File: src/sv/tpdb_pkg.sv
// Package for the tile pattern dedup bank: sizes, controller states and the
// command and status bundles between controller and datapath. No dependencies.
package tpdb_pkg;

  localparam int BANK_ENTRIES = 256;
  localparam int IDX_W  = $clog2(BANK_ENTRIES);
  localparam int CNT_W  = IDX_W + 1;
  localparam int PAT_W  = 64;
  localparam int TIDX_W = 8;

  typedef logic [PAT_W-1:0]  pat_t;
  typedef logic [IDX_W-1:0]  idx_t;
  typedef logic [CNT_W-1:0]  cnt_t;
  typedef logic [TIDX_W-1:0] tidx_t;

  typedef enum logic [2:0] {
    ST_IDLE = 3'b001,
    ST_SCAN = 3'b010,
    ST_EMIT = 3'b100
  } state_t;

  typedef struct packed {
    logic load;
    logic step;
    logic latch_hit;
    logic latch_miss;
    logic emit;
  } cmd_t;

  typedef struct packed {
    logic hit;
    logic done;
    logic out_free;
  } sts_t;

  function automatic tidx_t to_tidx(input cnt_t v);
    logic [CNT_W+TIDX_W-1:0] ext;
    ext = {{TIDX_W{1'b0}}, v};
    return ext[TIDX_W-1:0];
  endfunction

endpackage

File: src/sv/tpdb_ctrl.sv
// Controller for the tile pattern dedup bank: sequences load, scan and emit.
// Depends on tpdb_pkg.
module tpdb_ctrl (
  input  logic            clk,
  input  logic            rst_n,
  input  logic            in_valid,
  output logic            in_ready,
  input  tpdb_pkg::sts_t  sts,
  output tpdb_pkg::cmd_t  cmd
);

  tpdb_pkg::state_t state_r, state_nxt;

  assign in_ready = (state_r == tpdb_pkg::ST_IDLE);

  always_comb begin
    state_nxt      = state_r;
    cmd            = '0;
    case (state_r)
      tpdb_pkg::ST_IDLE: begin
        if (in_valid) begin
          cmd.load  = 1'b1;
          state_nxt = tpdb_pkg::ST_SCAN;
        end
      end
      tpdb_pkg::ST_SCAN: begin
        if (sts.hit) begin
          cmd.latch_hit = 1'b1;
          state_nxt     = tpdb_pkg::ST_EMIT;
        end else if (sts.done) begin
          cmd.latch_miss = 1'b1;
          state_nxt      = tpdb_pkg::ST_EMIT;
        end else begin
          cmd.step = 1'b1;
        end
      end
      tpdb_pkg::ST_EMIT: begin
        if (sts.out_free) begin
          cmd.emit  = 1'b1;
          state_nxt = tpdb_pkg::ST_IDLE;
        end
      end
      default: begin
        state_nxt = tpdb_pkg::ST_IDLE;
      end
    endcase
  end

  always_ff @(posedge clk) begin
    if (!rst_n) begin
      state_r <= tpdb_pkg::ST_IDLE;
    end else begin
      state_r <= state_nxt;
    end
  end

endmodule

File: config.mk
export PLATFORM = sky130hd
export DESIGN_NAME = tpdb_ctrl
export DESIGN_NICKNAME = d
export VERILOG_FILES = /design/src/sv/tpdb_pkg.sv /design/src/sv/tpdb_ctrl.sv
export SDC_FILE = /design/constraint.sdc
export NUM_CORES = 1
export LEC_CHECK = 0
export ABC_AREA = 1
export BUFFER_PORTS_ARGS = -buffer_cell sky130_fd_sc_hd__buf_2
export CAP_MARGIN = 30
export CELL_PAD_IN_SITES_DETAIL_PLACEMENT = 1
export CELL_PAD_IN_SITES_GLOBAL_PLACEMENT = 2
export CORE_AREA = 5 5 42 44
export DETAILED_ROUTE_END_ITERATION = 7
export DIE_AREA = 0 0 47 49
export GPL_TIMING_DRIVEN = 0
export MAX_ROUTING_LAYER = met4
export PLACE_DENSITY = 0.61
export SLEW_MARGIN = 20
export SYNTH_ARGS = -nofsm -noshare
export SYNTH_HDL_FRONTEND = slang
export SYNTH_SLANG_ARGS = --single-unit
File: constraint.sdc
create_clock -name clk -period 3.11 [get_ports clk]
set_clock_uncertainty 0.2 [all_clocks]
set_input_delay 0.311 -clock clk [delete_from_list [all_inputs] [get_ports clk]]
set_output_delay 0.311 -clock clk [all_outputs]
set_load 0.03 [all_outputs]
==> impl_metrics.toml <==
[placed_design]
hpwl_um = 451
dpl-instance-area_um2 = 282
dp_slack_ns = 1.64
portBuffers = 11
gp_congestion = 0.630

[pwr]
power_frac_comb = 0.345
power.density_nw_per_um2 = 586
pwr-share-clk = 0.379
p_int_mw = 0.113
switching_power_mw = 0.0675
power_frac_seq = 0.276
fin_total_pwr_mw = 0.180
peakVddDrop_mv = 0.133
p_sw_frac = 0.374
cellLeakagePower_nw = 0.186

[timing]
worst_pin_slew_ns = 0.215
rsz0062_at_grt = "false"
relSlewSlack = 0.855
min_period_ns = 1.68
final_hold_viol_count = 0
fin_ws_ns = 1.43
slew_violations = 0
min_period_over_period = 0.539
fin_setup_tns_ns = 0
clock.fmax_ghz = 0.597
setup_viol_count_final = 0

[hold_path]
min_to = "state_r[0]"
hp-class = "in2reg"
hold_depth = 2
hp-start = "rst_n"

[clocking]
clkTransAtPathRegs_ns = 0.04
cts.htree.levels = 1
cts_buffers = 3
cts_tree = "built"
ctsHoldBuffers = 0
postCtsSetupBuffers = 0
insertion_delay_ns = 0.23
clk_path_buf_depth = 2
root_buffer = "clkbuf_4"
cts.repair.resized = 0
clock-sinks = 3

[layout]
antennaDiodeCount = 0
post-route-util = 0.220
final_common_cell = "buf_2"
top_regs = "state_r (3)"
final_cell_mix = "buf_2 (11), inv_1 (7), nand3_1 (5), nor2_1 (5)"
largest_reg_flops = 3
syn2layout_area_growth_pct = 49.1
drive_above_1_share = 0.447
design_area_um2 = 308
nNetsFinal = 54
regMostFlops = "state_r"
fillers = 189

[setup_path]
cp-start-kind = "flip-flop"
critPathLaunch = "state_r[2]"
critPathRequiredTime_ns = 2.60
cp_max_fo = 3
setup.worst_path.end_class = "output pin"
rrSetupSlack_ns = 1.98
worstReg2RegEnd = "state_r[2]"
reg2reg_depth = 5
r2r_start = "state_r[2]"
arrival_ns = 1.16
critical_path_class = "reg2out"

[global_route]
grt_pass1_wl_um = 869
grt.met1_usage = 0.0592
grt_pass1_vias = 242
grt_max_degree = 6
use_met3 = 0.0111
track_usage = 0.0541
grt-ovfl-total = 0
met2_usage = 0.0747
antenna_found_initial = 0
top_usage_layer = "met2"

[yosys]
synth.distinct_cells = 12
syn_nets = 38
yosys.area.top_type = "dfxtp_1"
avgSynthCellArea_um2 = 6.45
ys_warn_count = 0
synth_area_leaders = "dfxtp_1 (29%), inv_1 (13%), nand3_1 (12%), nor2_1 (9.1%), nand2_2 (6.1%)"
netlist_area_um2 = 206
yosys.area.top_type_share = 0.291
synth_cells = 32
ys_ff_latch = 3
ys_seq_area_frac = 0.291

[floorplanning]
die_area_um2 = 2300
start_util = 0.147
io_pins = 12
die_h_um = 49
core-area_um2 = 1400
die_w_um = 47
row_count = 14

[detailed_routing]
via_count = 235
wl_per_cell_um = 8.48
dr.pass1.iters = 1
drtIter0Drc = 0
drt-total-wl_um = 534
avgViaCountPerCell = 3.73
drc = 0
ant_nets = 0

[status]
status = "completed"

[run]
max_cap_violations = 0
[power by group through the flow]
stage | Sequential (mW) | Combinational (mW) | Clock (mW)
after floorplan | 0.0494 | 0.0473 | 0
after global placement | 0.0508 | 0.0631 | 0
after detailed placement | 0.0506 | 0.0633 | 0
after CTS | 0.0500 | 0.0636 | 0.0734
after global routing | 0.0507 | 0.0695 | 0.0745
final | 0.0499 | 0.0622 | 0.0684
[cell type report]
| cell class | count | area (um^2) | area share |
|---|---|---|---|
| Timing Repair Buffer | 11 | 55.1 | 0.179 |
| Tap cell | 16 | 20.0 | 0.0650 |
| Sequential cell | 3 | 60.1 | 0.195 |
| Multi-Input combinational cell | 20 | 113 | 0.366 |
| Inverter | 9 | 33.8 | 0.110 |
| Clock buffer | 4 | 26.3 | 0.0854 |
[cell families (layout without fill, tap and decap cells)]
| group | after synthesis | count (layout) | synth area share |
|---|---|---|---|
| compound gates | 1 | 1 | 0.0545 |
| buf+inv | 9 | 24 | 0.164 |
| flops | 3 | 3 | 0.291 |
| simple gates | 19 | 19 | 0.491 |
[synthesized netlist by cell type, drive strengths merged]
cell	count
inv	9
nand3	6
nor2	6
nand2	5
dfxtp	3
a21boi	1
nand4	1
nor4	1
[stage by stage]
stage | instances | hold WS (ns)
final | 63 | 0.0927
after global routing | 63 | 0.0914
after CTS | 63 | 0.0841
after detailed placement | 59 | 0.332
after global placement | 59 | 0.333
after floorplan | 32 | 0.195
[per-layer routing]
| layer | vias up | wire [um] | part of all wire |
|---|---|---|---|
| li1 | 130 | - | - |
| met1 | 99 | 220 | 0.41 |
| met2 | 6 | 275 | 0.51 |
| met3 | 0 | 38 | 0.071 |
| met4 | 0 | 0 | 0 |
| met5 | - | 0 | 0 |
[worst max-delay path, cell delays in order, from the launching register on]
cell and delay (ns):
dfxtp_1 0.38, inv_1 0.09, nor4_1 0.22, buf_2 0.24
[how the worst max path moves through the flow]
stage | to | slack (ns) | cells after the start
after global routing | cmd[4] | 1.36 | 7
after CTS | cmd[0] | 1.40 | 3
final | cmd[0] | 1.43 | 3
after global placement | cmd[3] | 1.63 | 5
after detailed placement | cmd[3] | 1.64 | 5
after floorplan | cmd[0] | 1.20 | 2
Note: power is estimated with default switching activity, not from simulation.
